===== src/hdl/stable_sort_records_by_key_macros.svh =====
// assertion macros for the batch record sorter
// used by the top level only, no other dependencies
`ifndef STABLE_SORT_RECORDS_BY_KEY_MACROS_SVH
`define STABLE_SORT_RECORDS_BY_KEY_MACROS_SVH

// same-cycle implication, disabled while reset is asserted
`define SSRK_ASSERT_IMP(lbl, clk, rst_n, ante, cons, msg) \
  lbl: assert property (@(posedge clk) disable iff (!(rst_n)) (ante) |-> (cons)) \
    else $error(msg);

// next-cycle implication, disabled while reset is asserted
`define SSRK_ASSERT_NEXT(lbl, clk, rst_n, ante, cons, msg) \
  lbl: assert property (@(posedge clk) disable iff (!(rst_n)) (ante) |=> (cons)) \
    else $error(msg);

`endif


===== src/hdl/ssrk_pkg.sv =====
// shared types and constants of the batch record sorter
// no dependencies
`default_nettype none

package ssrk_pkg;

  localparam int unsigned KEY_W             = 20;
  localparam int unsigned TAG_W             = 8;
  localparam int unsigned DEFAULT_MAX_ITEMS = 16;
  // depth of the queue between front and back, power of two
  localparam int unsigned QUEUE_DEPTH       = 4;

  typedef logic [KEY_W-1:0] key_t;
  typedef logic [TAG_W-1:0] tag_t;

  typedef struct packed {
    key_t record_key;
    tag_t record_tag;
    logic last_item;
  } in_word_t;

  typedef struct packed {
    key_t sorted_key;
    tag_t sorted_tag;
    logic final_result;
    logic overflowed;
  } out_word_t;

  typedef struct packed {
    key_t key;
    tag_t tag;
  } rec_t;

  // classified word handed from front to back
  typedef struct packed {
    key_t key;
    tag_t tag;
    logic last;
    logic store;
    logic ovf;
  } q_entry_t;

  typedef enum logic [2:0] {
    B_IDLE,
    B_CMP,
    B_PLACE,
    B_EMIT_RD,
    B_EMIT_WAIT
  } back_state_e;

endpackage

`default_nettype wire


===== src/hdl/ssrk_queue.sv =====
// small queue between the front and back parts of the sorter
// depends on ssrk_pkg
`default_nettype none

module ssrk_queue import ssrk_pkg::*; (
  input  wire logic     clk_i,
  input  wire logic     rst_ni,
  input  wire logic     push_i,
  input  wire q_entry_t entry_i,
  output q_entry_t      entry_o,
  input  wire logic     pop_i,
  output logic          full_o,
  output logic          empty_o
);

  localparam int unsigned QAW = $clog2(QUEUE_DEPTH);
  localparam int unsigned QCW = $clog2(QUEUE_DEPTH + 1);

  q_entry_t         ent_q [QUEUE_DEPTH];
  logic [QAW-1:0]   wptr_q, wptr_d;
  logic [QAW-1:0]   rptr_q, rptr_d;
  logic [QCW-1:0]   cnt_q, cnt_d;
  logic             do_push, do_pop;

  assign full_o  = (cnt_q == QCW'(QUEUE_DEPTH));
  assign empty_o = (cnt_q == '0);
  assign entry_o = ent_q[rptr_q];

  assign do_push = push_i & ~full_o;
  assign do_pop  = pop_i & ~empty_o;

  always_comb begin
    wptr_d = do_push ? wptr_q + QAW'(1) : wptr_q;
    rptr_d = do_pop ? rptr_q + QAW'(1) : rptr_q;
    cnt_d  = cnt_q;
    if (do_push && !do_pop) begin
      cnt_d = cnt_q + QCW'(1);
    end else if (do_pop && !do_push) begin
      cnt_d = cnt_q - QCW'(1);
    end
  end

  always_ff @(posedge clk_i or negedge rst_ni) begin
    if (!rst_ni) begin
      wptr_q <= '0;
      rptr_q <= '0;
      cnt_q  <= '0;
    end else begin
      wptr_q <= wptr_d;
      rptr_q <= rptr_d;
      cnt_q  <= cnt_d;
    end
  end

  always_ff @(posedge clk_i) begin
    if (do_push) begin
      ent_q[wptr_q] <= entry_i;
    end
  end

endmodule

`default_nettype wire


===== src/hdl/ssrk_front.sv =====
// front part: accepts input words, counts the batch, marks drops and overflow
// depends on ssrk_pkg
`default_nettype none

module ssrk_front import ssrk_pkg::*; #(
  parameter int unsigned MaxItems = DEFAULT_MAX_ITEMS
) (
  input  wire logic     clk_i,
  input  wire logic     rst_ni,
  input  wire logic     push_i,
  input  wire in_word_t item_i,
  input  wire logic     q_full_i,
  output logic          full_o,
  output logic          q_push_o,
  output q_entry_t      q_entry_o
);

  localparam int unsigned CW = $clog2(MaxItems + 1);

  logic [CW-1:0] cnt_q, cnt_d;
  logic          ovf_q, ovf_d;
  logic          accept, store;

  assign full_o = q_full_i;
  assign accept = push_i & ~q_full_i;
  assign store  = (cnt_q < CW'(MaxItems));

  always_comb begin
    q_entry_o.key   = item_i.record_key;
    q_entry_o.tag   = item_i.record_tag;
    q_entry_o.last  = item_i.last_item;
    q_entry_o.store = store;
    q_entry_o.ovf   = ovf_q | ~store;
    // dropped non-closing words never reach the back
    q_push_o = accept & (store | item_i.last_item);

    cnt_d = cnt_q;
    ovf_d = ovf_q;
    if (accept) begin
      if (item_i.last_item) begin
        cnt_d = '0;
        ovf_d = 1'b0;
      end else if (store) begin
        cnt_d = cnt_q + CW'(1);
      end else begin
        ovf_d = 1'b1;
      end
    end
  end

  always_ff @(posedge clk_i or negedge rst_ni) begin
    if (!rst_ni) begin
      cnt_q <= '0;
      ovf_q <= 1'b0;
    end else begin
      cnt_q <= cnt_d;
      ovf_q <= ovf_d;
    end
  end

endmodule

`default_nettype wire


===== src/hdl/ssrk_back.sv =====
// back part: insertion into a sorted record memory, then in-order readout
// depends on ssrk_pkg
`default_nettype none

module ssrk_back import ssrk_pkg::*; #(
  parameter int unsigned MaxItems = DEFAULT_MAX_ITEMS
) (
  input  wire logic     clk_i,
  input  wire logic     rst_ni,
  input  wire q_entry_t q_entry_i,
  input  wire logic     q_empty_i,
  output logic          q_pop_o,
  input  wire logic     pop_i,
  output logic          empty_o,
  output out_word_t     result_o
);

  localparam int unsigned AW = $clog2(MaxItems);
  localparam int unsigned CW = $clog2(MaxItems + 1);

  rec_t          mem_q [MaxItems];
  rec_t          rd_q;
  logic          mem_we, mem_re;
  logic [AW-1:0] mem_waddr, mem_raddr;
  rec_t          mem_wdata;

  back_state_e   state_q, state_d;
  q_entry_t      cur_q, cur_d;
  logic [AW-1:0] pos_q, pos_d;
  logic [AW-1:0] idx_q, idx_d;
  logic [CW-1:0] held_q, held_d;
  logic          out_valid_q, out_valid_d;
  out_word_t     out_q, out_d;
  logic          is_final;

  assign empty_o  = ~out_valid_q;
  assign result_o = out_q;
  assign is_final = ((CW'(idx_q) + CW'(1)) == held_q);

  always_comb begin
    state_d     = state_q;
    cur_d       = cur_q;
    pos_d       = pos_q;
    idx_d       = idx_q;
    held_d      = held_q;
    out_valid_d = out_valid_q & ~pop_i;
    out_d       = out_q;
    q_pop_o     = 1'b0;
    mem_we      = 1'b0;
    mem_waddr   = pos_q;
    mem_wdata   = '{key: cur_q.key, tag: cur_q.tag};
    mem_re      = 1'b0;
    mem_raddr   = idx_q;

    unique case (state_q)
      B_IDLE: begin
        if (!q_empty_i) begin
          q_pop_o = 1'b1;
          cur_d   = q_entry_i;
          idx_d   = '0;
          if (q_entry_i.store) begin
            if (held_q == '0) begin
              mem_we    = 1'b1;
              mem_waddr = '0;
              mem_wdata = '{key: q_entry_i.key, tag: q_entry_i.tag};
              held_d    = held_q + CW'(1);
              state_d   = q_entry_i.last ? B_EMIT_RD : B_IDLE;
            end else begin
              pos_d     = AW'(held_q);
              mem_re    = 1'b1;
              mem_raddr = AW'(held_q - CW'(1));
              state_d   = B_CMP;
            end
          end else begin
            state_d = B_EMIT_RD;
          end
        end
      end
      B_CMP: begin
        mem_we    = 1'b1;
        mem_waddr = pos_q;
        if (rd_q.key > cur_q.key) begin
          // shift the larger record up one slot
          mem_wdata = rd_q;
          pos_d     = pos_q - AW'(1);
          if (pos_q == AW'(1)) begin
            state_d = B_PLACE;
          end else begin
            mem_re    = 1'b1;
            mem_raddr = pos_q - AW'(2);
          end
        end else begin
          held_d  = held_q + CW'(1);
          state_d = cur_q.last ? B_EMIT_RD : B_IDLE;
        end
      end
      B_PLACE: begin
        mem_we  = 1'b1;
        held_d  = held_q + CW'(1);
        state_d = cur_q.last ? B_EMIT_RD : B_IDLE;
      end
      B_EMIT_RD: begin
        mem_re  = 1'b1;
        state_d = B_EMIT_WAIT;
      end
      B_EMIT_WAIT: begin
        if (!out_valid_q || pop_i) begin
          out_valid_d        = 1'b1;
          out_d.sorted_key   = rd_q.key;
          out_d.sorted_tag   = rd_q.tag;
          out_d.final_result = is_final;
          out_d.overflowed   = cur_q.ovf;
          if (is_final) begin
            held_d  = '0;
            state_d = B_IDLE;
          end else begin
            idx_d   = idx_q + AW'(1);
            state_d = B_EMIT_RD;
          end
        end
      end
      default: state_d = B_IDLE;
    endcase
  end

  always_ff @(posedge clk_i or negedge rst_ni) begin
    if (!rst_ni) begin
      state_q     <= B_IDLE;
      held_q      <= '0;
      out_valid_q <= 1'b0;
    end else begin
      state_q     <= state_d;
      held_q      <= held_d;
      out_valid_q <= out_valid_d;
    end
  end

  always_ff @(posedge clk_i) begin
    cur_q <= cur_d;
    pos_q <= pos_d;
    idx_q <= idx_d;
    out_q <= out_d;
  end

  // record memory, one write and one registered read per cycle
  always_ff @(posedge clk_i) begin
    if (mem_we) begin
      mem_q[mem_waddr] <= mem_wdata;
    end
    if (mem_re) begin
      rd_q <= mem_q[mem_raddr];
    end
  end

endmodule

`default_nettype wire


===== src/hdl/stable_sort_records_by_key.sv =====
// top level of the batch record sorter: stable ascending sort by key
// depends on ssrk_pkg, ssrk_queue, ssrk_front, ssrk_back and the macros header
//
//   channel | direction | handshake         | word
//   input   | in        | push / full       | item_i   (in_word_t)
//   result  | out       | empty / pop       | result_o (out_word_t)
//
// the front takes one word per cycle while the queue has room
// inserting a record of a batch shifts every held record with a larger key up one slot
//   in the back, limited by the single read and single write port of the record memory
// readout passes through B_EMIT_RD and B_EMIT_WAIT for each result, and waits while the consumer stalls pop
// reset clears counters and state only; the record memory needs no clearing
// full follows the queue, so a stalled consumer backs up into the input side
`default_nettype none
`include "stable_sort_records_by_key_macros.svh"

module stable_sort_records_by_key import ssrk_pkg::*; #(
  parameter int unsigned MaxItems = DEFAULT_MAX_ITEMS
) (
  input  wire logic     clk_i,
  input  wire logic     rst_ni,
  input  wire logic     push,
  output logic          full,
  input  wire in_word_t item_i,
  output logic          empty,
  input  wire logic     pop,
  output out_word_t     result_o
);

  // front to queue
  logic     q_push;
  q_entry_t q_in;
  // queue to back
  q_entry_t q_out;
  logic     q_pop;
  logic     q_full;
  logic     q_empty;

  // front classifies each word: store, drop, or close the batch
  ssrk_front #(
    .MaxItems (MaxItems)
  ) u_front (
    .clk_i     (clk_i),
    .rst_ni    (rst_ni),
    .push_i    (push),
    .item_i    (item_i),
    .q_full_i  (q_full),
    .full_o    (full),
    .q_push_o  (q_push),
    .q_entry_o (q_in)
  );

  // decoupling queue so front and back stall independently
  ssrk_queue u_queue (
    .clk_i   (clk_i),
    .rst_ni  (rst_ni),
    .push_i  (q_push),
    .entry_i (q_in),
    .entry_o (q_out),
    .pop_i   (q_pop),
    .full_o  (q_full),
    .empty_o (q_empty)
  );

  // back keeps the batch sorted as it arrives and streams it out on close
  ssrk_back #(
    .MaxItems (MaxItems)
  ) u_back (
    .clk_i     (clk_i),
    .rst_ni    (rst_ni),
    .q_entry_i (q_out),
    .q_empty_i (q_empty),
    .q_pop_o   (q_pop),
    .pop_i     (pop),
    .empty_o   (empty),
    .result_o  (result_o)
  );

  // tracking of the previous popped word within a batch, for checks only
  logic prev_valid_q, prev_valid_d;
  key_t prev_key_q, prev_key_d;
  logic prev_ovf_q, prev_ovf_d;

  always_comb begin
    prev_valid_d = prev_valid_q;
    prev_key_d   = prev_key_q;
    prev_ovf_d   = prev_ovf_q;
    if (pop && !empty) begin
      prev_valid_d = ~result_o.final_result;
      prev_key_d   = result_o.sorted_key;
      prev_ovf_d   = result_o.overflowed;
    end
  end

  always_ff @(posedge clk_i or negedge rst_ni) begin
    if (!rst_ni) begin
      prev_valid_q <= 1'b0;
      prev_key_q   <= '0;
      prev_ovf_q   <= 1'b0;
    end else begin
      prev_valid_q <= prev_valid_d;
      prev_key_q   <= prev_key_d;
      prev_ovf_q   <= prev_ovf_d;
    end
  end

  // results of one batch come out in ascending key order
  `SSRK_ASSERT_IMP(a_sorted_order, clk_i, rst_ni, !empty && prev_valid_q, result_o.sorted_key >= prev_key_q, "sorted keys out of order")
  // overflow flag is the same on every word of a batch
  `SSRK_ASSERT_IMP(a_ovf_steady, clk_i, rst_ni, !empty && prev_valid_q, result_o.overflowed == prev_ovf_q, "overflow flag changed within a batch")
  // a word written into the queue is visible to the back next cycle
  `SSRK_ASSERT_NEXT(a_queue_fill, clk_i, rst_ni, q_push, !q_empty, "queue lost a pushed word")

endmodule

`default_nettype wire

===== config.mk =====
export PLATFORM = sky130hd
export DESIGN_NAME = stable_sort_records_by_key
export DESIGN_NICKNAME = d
export VERILOG_FILES = /design/src/hdl/ssrk_pkg.sv /design/src/hdl/ssrk_queue.sv /design/src/hdl/ssrk_front.sv /design/src/hdl/ssrk_back.sv /design/src/hdl/stable_sort_records_by_key.sv
export VERILOG_INCLUDE_DIRS = /design/src /design/src/hdl
export SDC_FILE = /design/constraint.sdc
export NUM_CORES = 1
export LEC_CHECK = 0
export ABC_AREA = 0
export BUFFER_PORTS_ARGS = -buffer_cell sky130_fd_sc_hd__buf_4
export CORE_AREA = 2 2 308 310
export CTS_BUF_LIST = sky130_fd_sc_hd__clkbuf_4 sky130_fd_sc_hd__clkbuf_8
export DETAILED_ROUTE_END_ITERATION = 16
export DIE_AREA = 0 0 310 312
export PLACE_DENSITY = 0.49
export SETUP_SLACK_MARGIN = 0.02
export SLEW_MARGIN = 20
export SYNTH_ARGS = -nofsm -noshare
export SYNTH_HDL_FRONTEND = slang
export SYNTH_SLANG_ARGS = --single-unit

===== constraint.sdc =====
create_clock -name clk_i -period 9.35 [get_ports clk_i]
set_input_delay 2.805 -clock clk_i [delete_from_list [all_inputs] [get_ports clk_i]]
set_output_delay 2.805 -clock clk_i [all_outputs]
set_load 0.01 [all_outputs]

==> key figures, run 1 <==
Timing
  – F_max: 201.3 MHz
  – Final setup TNS: 0 ns
  – Setup ws final: 4.383 ns
  – Slew @ Worst Pin: 0.9759 ns
  – Worst hold slack: 0.4585 ns
  – Final period util: 53.13%
  – Slew HR: 34.94%
  – Final Hold Fails: 0
  – Crit path time final: 4.967 ns
  – Clk_skew: 0.02353 ns
  – RSZ-0062 raised after global routing: false
  – Max Slew Vio Count: 0
  – Final setup violating endpoints: 0

Flow run
  – # Max-Cap Violations: 0

Synth
  – Synth cell count leaders: edfxtp_1 (668), nand2_1 (141), mux2i_1 (123), o211ai_1 (81), mux2_2 (62)
  – Yosys warnings: 0
  – FF+latch count, synth: 690
  – Most common cell in the synthesized netlist: edfxtp_1
  – Post-synthesis sequential area ratio: 73.88%
  – Top FF cell, synth: edfxtp_1
  – Post-Synthesis Cells: 1665
  – Area contributors post-synth: edfxtp_1 (72%), mux2i_1 (4.4%), mux2_2 (2.5%)
  – Async S/R FF share, synth: 3.188%
  – Distinct cells, synth: 64
  – Post-synth EDFFs: 668
  – Syn_area_per_cell: 16.76 um2
  – Mapped Area: 27900 um2
  – Post-synth top area cell: edfxtp_1
  – Synth Net Count: 1733
  – Synth top area share: 71.90%

Global route
  – Largest net degree at the start of global routing: 149
  – All-Layer GR Usage: 14.38%
  – First-pass GRT wire length: 102300 um
  – Initial antenna violation count: 5
  – Vias in the first global route: 15390
  – Gr ovfl total: 0

Final layout
  – Fin util: 34.57%
  – Layout cells sized above 1: 22.29%
  – Fill count: 9000
  – Area occupied by multi-input gates: 6864 um2
  – Register area: 20610 um2
  – Layout Nets: 1872
  – Area growth from synthesis to layout: 15.30%

Worst setup path
  – Reg-to-reg endpoint: u_back.rd_q[11]
  – CP startpoint: u_back.rd_q[27]
  – Worst-path fanout max: 80
  – WP buf/inv: 1
  – Reg2reg setup slack: 4.38 ns
  – Reg2reg start: u_back.rd_q[27]
  – Crit path capture: u_back.rd_q[11]
  – Crit end category: flop
  – Cell family with most CP delay: simple AND/OR/NAND/NOR gates
  – Critical Path Source Type: flop
  – Worst path slowest cell: mux2_8
  – Required @ worst endpoint: 9.61 ns
  – Crit path DAT: 5.23 ns
  – Critical path cell sequence: ha_1 > nand4_4 > nor4_4 > a21bo_1 > and4_4 > mux2_8 > buf_4 > mux2_2 > o211ai_1 > nand4_1
  – Worst Reg2Reg Path Length in Cells: 10
  – Type of the worst setup path: reg2reg
  – Crit-path max cell delay: 0.72 ns
  – Cell count along the critical path: 10

Routing
  – 1st-iter DRT viols: 1095
  – DRC violations left: 0
  – DRT Pass-1 Iters: 7
  – Met1 WL: 31720 um
  – Detailed route wirelength on metal3: 3420 um
  – Avg Vias per Cell: 4.862
  – Via count: 15240
  – Wire per inst: 22.35 um
  – Antenna Nets Post-Route: 0
  – Wire length on met2: 33310 um
  – Top routing layer used: met5
  – DRT Wirelength: 70060 um

Clocking
  – Clock-pin slew on the worst setup and hold paths: 0.06 ns
  – Post-CTS Repair Setup Buffers: 0
  – Num CTS Buffers: 107
  – CTS tree: done
  – Number of H-tree levels: 3
  – Clock sink total: 690
  – Root Buffer: clkbuf_8
  – Post-CTS Resized: 0
  – Clock latency on the worst-skew pair: 0.70 ns
  – Clk buf depth: 3
  – Post-CTS Hold Buffers: 0

Die
  – CORE AREA: 93050 um2
  – I/O pin count: 65
  – Row count: 112
  – DIE HEIGHT: 312 um
  – Die area: 96720 um2
  – Die span in x: 310 um
  – Initial Util: 29.98%

Place
  – Post-DP HPWL: 38290 um
  – Final RePlAce weighted congestion: 0.7795
  – Worst slack at placement: 4.160 ns
  – Input/output buffers: 64

Outcome
  – Status: completed

Min path
  – Hold depth: 0
  – Hold Path Class: reg2reg
-- per-stage QoR --
| stage | cell area, um2 | cells |
|---|---|---|
| after detailed placement | 30130 | 2949 |
| after global routing | 32170 | 3135 |
| after CTS | 32150 | 3134 |
| after floorplan | 27900 | 1665 |
| final | 32170 | 3135 |
| after global placement | 30130 | 2949 |
-- cell type report --
cell class | instances | share of cell area (%)
diodes | 1 | 0.007779
clock buffers | 148 | 5.671
clock inverters | 37 | 0.6068
inverters | 46 | 0.5368
multi-input cells | 837 | 21.34
flip-flops and latches | 690 | 64.07
well taps | 1254 | 4.878
repair buffers | 122 | 2.886
-- state kept, by name (all words and copies together), names as in the netlist, 2 cells and up --
register,cells
u_back.idx_q,4
u_queue.wptr_q,2
u_back.mem_q,448
u_queue.rptr_q,2
u_back.state_q,3
u_back.cur_q,30
u_back.result_o,30
u_back.held_q,5
u_queue.cnt_q,3
u_back.pos_q,4
u_back.rd_q,28
u_queue.ent_q,124
u_front.cnt_q,5
-- layout by cell type, fill, tap and decap left out, types with 3 or more instances in the layout --
master / n
a21oi_1: 52
a221o_1: 27
a22oi_1: 30
and2_1: 7
and3_1: 5
buf_4: 121
clkbuf_4: 34
clkbuf_8: 114
clkinv_1: 23
clkinv_2: 10
dfrtp_1: 21
edfxtp_1: 668
ha_1: 34
inv_1: 46
mux2_1: 19
mux2_2: 62
mux2i_1: 123
mux4_2: 31
nand2_1: 141
nand2b_1: 8
nand3_1: 11
nand4_1: 30
nor2_1: 21
nor2_4: 15
nor3_1: 9
o211ai_1: 81
o21a_1: 3
o21ai_0: 45
o21ai_2: 5
o31ai_1: 3
or3_1: 4
or4_1: 3
xnor2_1: 11
xor2_1: 6
-- kinds of logic (layout without fill, tap and decap cells) --
family,Yosys count,count (layout),synth area share (%)
AO/OA/AOI/OAI,271,271,6.683
other,0,1,0
buffers and inverters,138,353,2.305
adder cells (fa/ha/maj),35,35,1.597
multiplexers,236,236,10.23
XOR/XNOR,17,17,0.5337
flip-flops,690,690,73.88
AND/OR/NAND/NOR,278,278,4.781
-- worst register-to-register path, delay by kind of cell, from the launching register on --
| family | cells | cell delay, ns |
|---|---|---|
| DFF | 1 | 0.53 |
| muxes | 2 | 1.15 |
| and+or+nand+nor | 4 | 1.27 |
| adders and majority gates | 1 | 0.41 |
| buffers and inverters | 1 | 0.74 |
| AOI/OAI and AO/OA | 2 | 0.44 |
-- worst min-delay path by stage --
stage,endpoint,startpoint
5_1_grt,u_back.result_o[0],u_back.cur_q[0]
4_1_cts,u_back.result_o[0],u_back.cur_q[0]
6_report,u_back.result_o[0],u_back.cur_q[0]
3_5_place_dp,u_back.result_o[0],u_back.cur_q[0]
3_3_place_gp,u_back.result_o[21],u_back.rd_q[19]
2_1_floorplan,u_back.result_o[0],u_back.cur_q[0]
-- routing by layer --
layer	global-route usage, %	vias up
met5	0	-
met4	4.732	2
met3	2.082	96
met2	23.12	433
met1	19.97	7884
li1	-	6826
Power of run 1 is not shown: default switching activity piles up to over one toggle a cycle in this logic, so the estimate is an artifact.
==> run 2, diff against run 1 <==
Clock period 9.35 ns to 4.85 ns, I/O delays scaled along.
==> key figures, run 2 (synthesis gave the netlist of run 1 again) <==
Clocking
  – CTS tree: done
  – Post-CTS Repair Setup Buffers: 0 (unchanged)
  – Clock-pin slew on the worst setup and hold paths: 0.07 ns (about the same)
  – Num CTS Buffers: 109 (+1.9%)
  – Post-CTS Resized: 0 (unchanged)
  – Post-CTS Hold Buffers: 0 (unchanged)
  – Clk buf depth: 3 (unchanged)
  – Number of H-tree levels: 3 (unchanged)
  – Root Buffer: clkbuf_8
  – Clock sink total: 690 (unchanged)
  – Clock latency on the worst-skew pair: 0.72 ns (+0.02 ns)

Routing
  – DRC violations left: 0 (unchanged)
  – DRT Pass-1 Iters: 5 (-2)
  – Wire per inst: 22.44 um (+0.42%)
  – Antenna Nets Post-Route: 0 (unchanged)
  – DRT Wirelength: 71160 um (+1.6%)
  – 1st-iter DRT viols: 1136 (+3.7%)
  – Via count: 15300 (+0.35%)
  – Avg Vias per Cell: 4.823 (-0.79%)

Worst setup path
  – Critical Path Source Type: flop
  – Worst Reg2Reg Path Length in Cells: 11 (+1)
  – Reg-to-reg endpoint: u_back.rd_q[25]
  – CP startpoint: u_back.rd_q[20]
  – Crit end category: flop
  – Type of the worst setup path: reg2reg
  – Crit path capture: u_back.rd_q[25]
  – Crit path DAT: 4.63 ns (-0.60 ns)
  – Required @ worst endpoint: 5.32 ns (-4.29 ns)
  – Worst-path fanout max: 12 (-85%)
  – Reg2reg start: u_back.rd_q[20]
  – Reg2reg setup slack: 0.69 ns (-3.69 ns)

Timing
  – Final period util: 85.79% (+33 points)
  – Crit path time final: 4.161 ns (-0.8064 ns)
  – Final setup violating endpoints: 0 (unchanged)
  – Slew HR: 43.17% (+8.2 points)
  – Final Hold Fails: 0 (unchanged)
  – Final setup TNS: 0 ns (unchanged)
  – Clk_skew: 0.02786 ns (+0.004332 ns)
  – F_max: 240.3 MHz (+19%)
  – Slew @ Worst Pin: 0.8504 ns (-0.1255 ns)
  – RSZ-0062 raised after global routing: false
  – Max Slew Vio Count: 0 (unchanged)

Flow run
  – # Max-Cap Violations: 0 (unchanged)

Global route
  – Largest net degree at the start of global routing: 60 (-60%)
  – First-pass GRT wire length: 105200 um (+2.9%)
  – Initial antenna violation count: 2 (-3)
  – All-Layer GR Usage: 14.73% (+0.35 points)
  – Vias in the first global route: 15750 (+2.4%)
  – Gr ovfl total: 0 (unchanged)

Die
  – CORE AREA: 93050 um2 (unchanged)
  – Row count: 112 (unchanged)
  – DIE HEIGHT: 312 um (unchanged)
  – Die area: 96720 um2 (unchanged)
  – Initial Util: 29.98% (unchanged)
  – Die span in x: 310 um (unchanged)
  – I/O pin count: 65 (unchanged)

Final layout
  – Layout Nets: 1895 (+1.2%)
  – Largest register FFs: 448 (unchanged)
  – Fill count: 8902 (-1.1%)
  – Most common cell after layout, fill and taps aside: edfxtp_1
  – Reg with most FFs: u_back.mem_q
  – Most frequent cells in the layout: edfxtp_1 (668), nand2_1 (141), buf_4 (131), mux2i_1 (123), clkbuf_8 (112)
  – Layout cells sized above 1: 23.04% (+0.75 points)
  – Area growth from synthesis to layout: 16.73%
  – Biggest regs: u_back.mem_q x448, u_queue.ent_q x124

Min path
  – HP Start: u_back.cur_q[0]
  – Hold Path Class: reg2reg

Place
  – Post-DP HPWL: 40950 um (+6.9%)
  – Input/output buffers: 64 (unchanged)
  – Final RePlAce weighted congestion: 0.7874 (+1.0%)

Outcome
  – Status: completed
==> run 2: cell types whose count changed in the layout (fill, tap and decap cells not counted), sizes merged <==
| cell | before | now |
|---|---|---|
| buf | 122 | 143 |
| clkinv | 33 | 39 |
| clkinvlp | 0 | 6 |
| bufinv | 1 | 3 |
| diode | 1 | 3 |
| inv | 49 | 48 |
==> run 2: area by class of cell <==
type | instances | area, um2 | area share [%]
inverter | 46 | 172.7 | 0.5302
sequential | 690 | 20610 | 63.29
tap | 1254 | 1569 | 4.818
multi-input combinational | 837 | 6845 | 21.02
antenna | 3 | 7.507 | 0.02305
clock inverter | 50 | 324.1 | 0.9951
clock buffer | 148 | 1812 | 5.563
timing repair buffer | 143 | 1224 | 3.758
==> run 2: per-layer routing <==
| metal | wire length [um] | track usage [%] |
|---|---|---|
| met1 | 31100 | 19.52 |
| met2 | 35590 | 24.95 |
| met3 | 3140 | 2.407 |
| met4 | 1325 | 3.975 |
| met5 | 0 | 0 |
==> run 2: per-stage QoR <==
step | utilization [%] | area, um2 | std cells | hold WS, ns | setup WS (ns)
after global routing | 34.99 | 32560 | 3170 | 0.4852 | 0.4700
after global placement | 32.69 | 30420 | 2970 | 0.4636 | 0.6914
after CTS | 34.99 | 32560 | 3168 | 0.4801 | 0.6196
after floorplan | - | 27900 | 1665 | 0.4003 | 0.3107
final | 35.00 | 32570 | 3171 | 0.4606 | 0.6890
after detailed placement | 32.69 | 30420 | 2970 | 0.4683 | 0.6417
==> run 2: worst max-delay path: stages, from the launching register on <==
cell and delay (ns):
edfxtp_1 0.50, ha_1 0.33, nand4_1 0.25, nor4_4 0.42, a21bo_1 0.26, and4_4 0.21
or4_1 0.53, o311ai_2 0.20, nor2b_4 0.59, buf_4 0.29, a22oi_1 0.12, o211ai_1 0.23
==> run 2: worst min path at each step <==
stage	endpoint	slack, ns	cells past startpoint
CTS	u_back.result_o[0]	0.48	0
floorplan	u_back.result_o[0]	0.40	0
finish	u_back.result_o[0]	0.46	0
global route	u_back.result_o[0]	0.49	0
global placement	u_back.result_o[0]	0.46	0
detailed placement	u_back.result_o[0]	0.47	0
Power of run 2 is left out for the same reason.
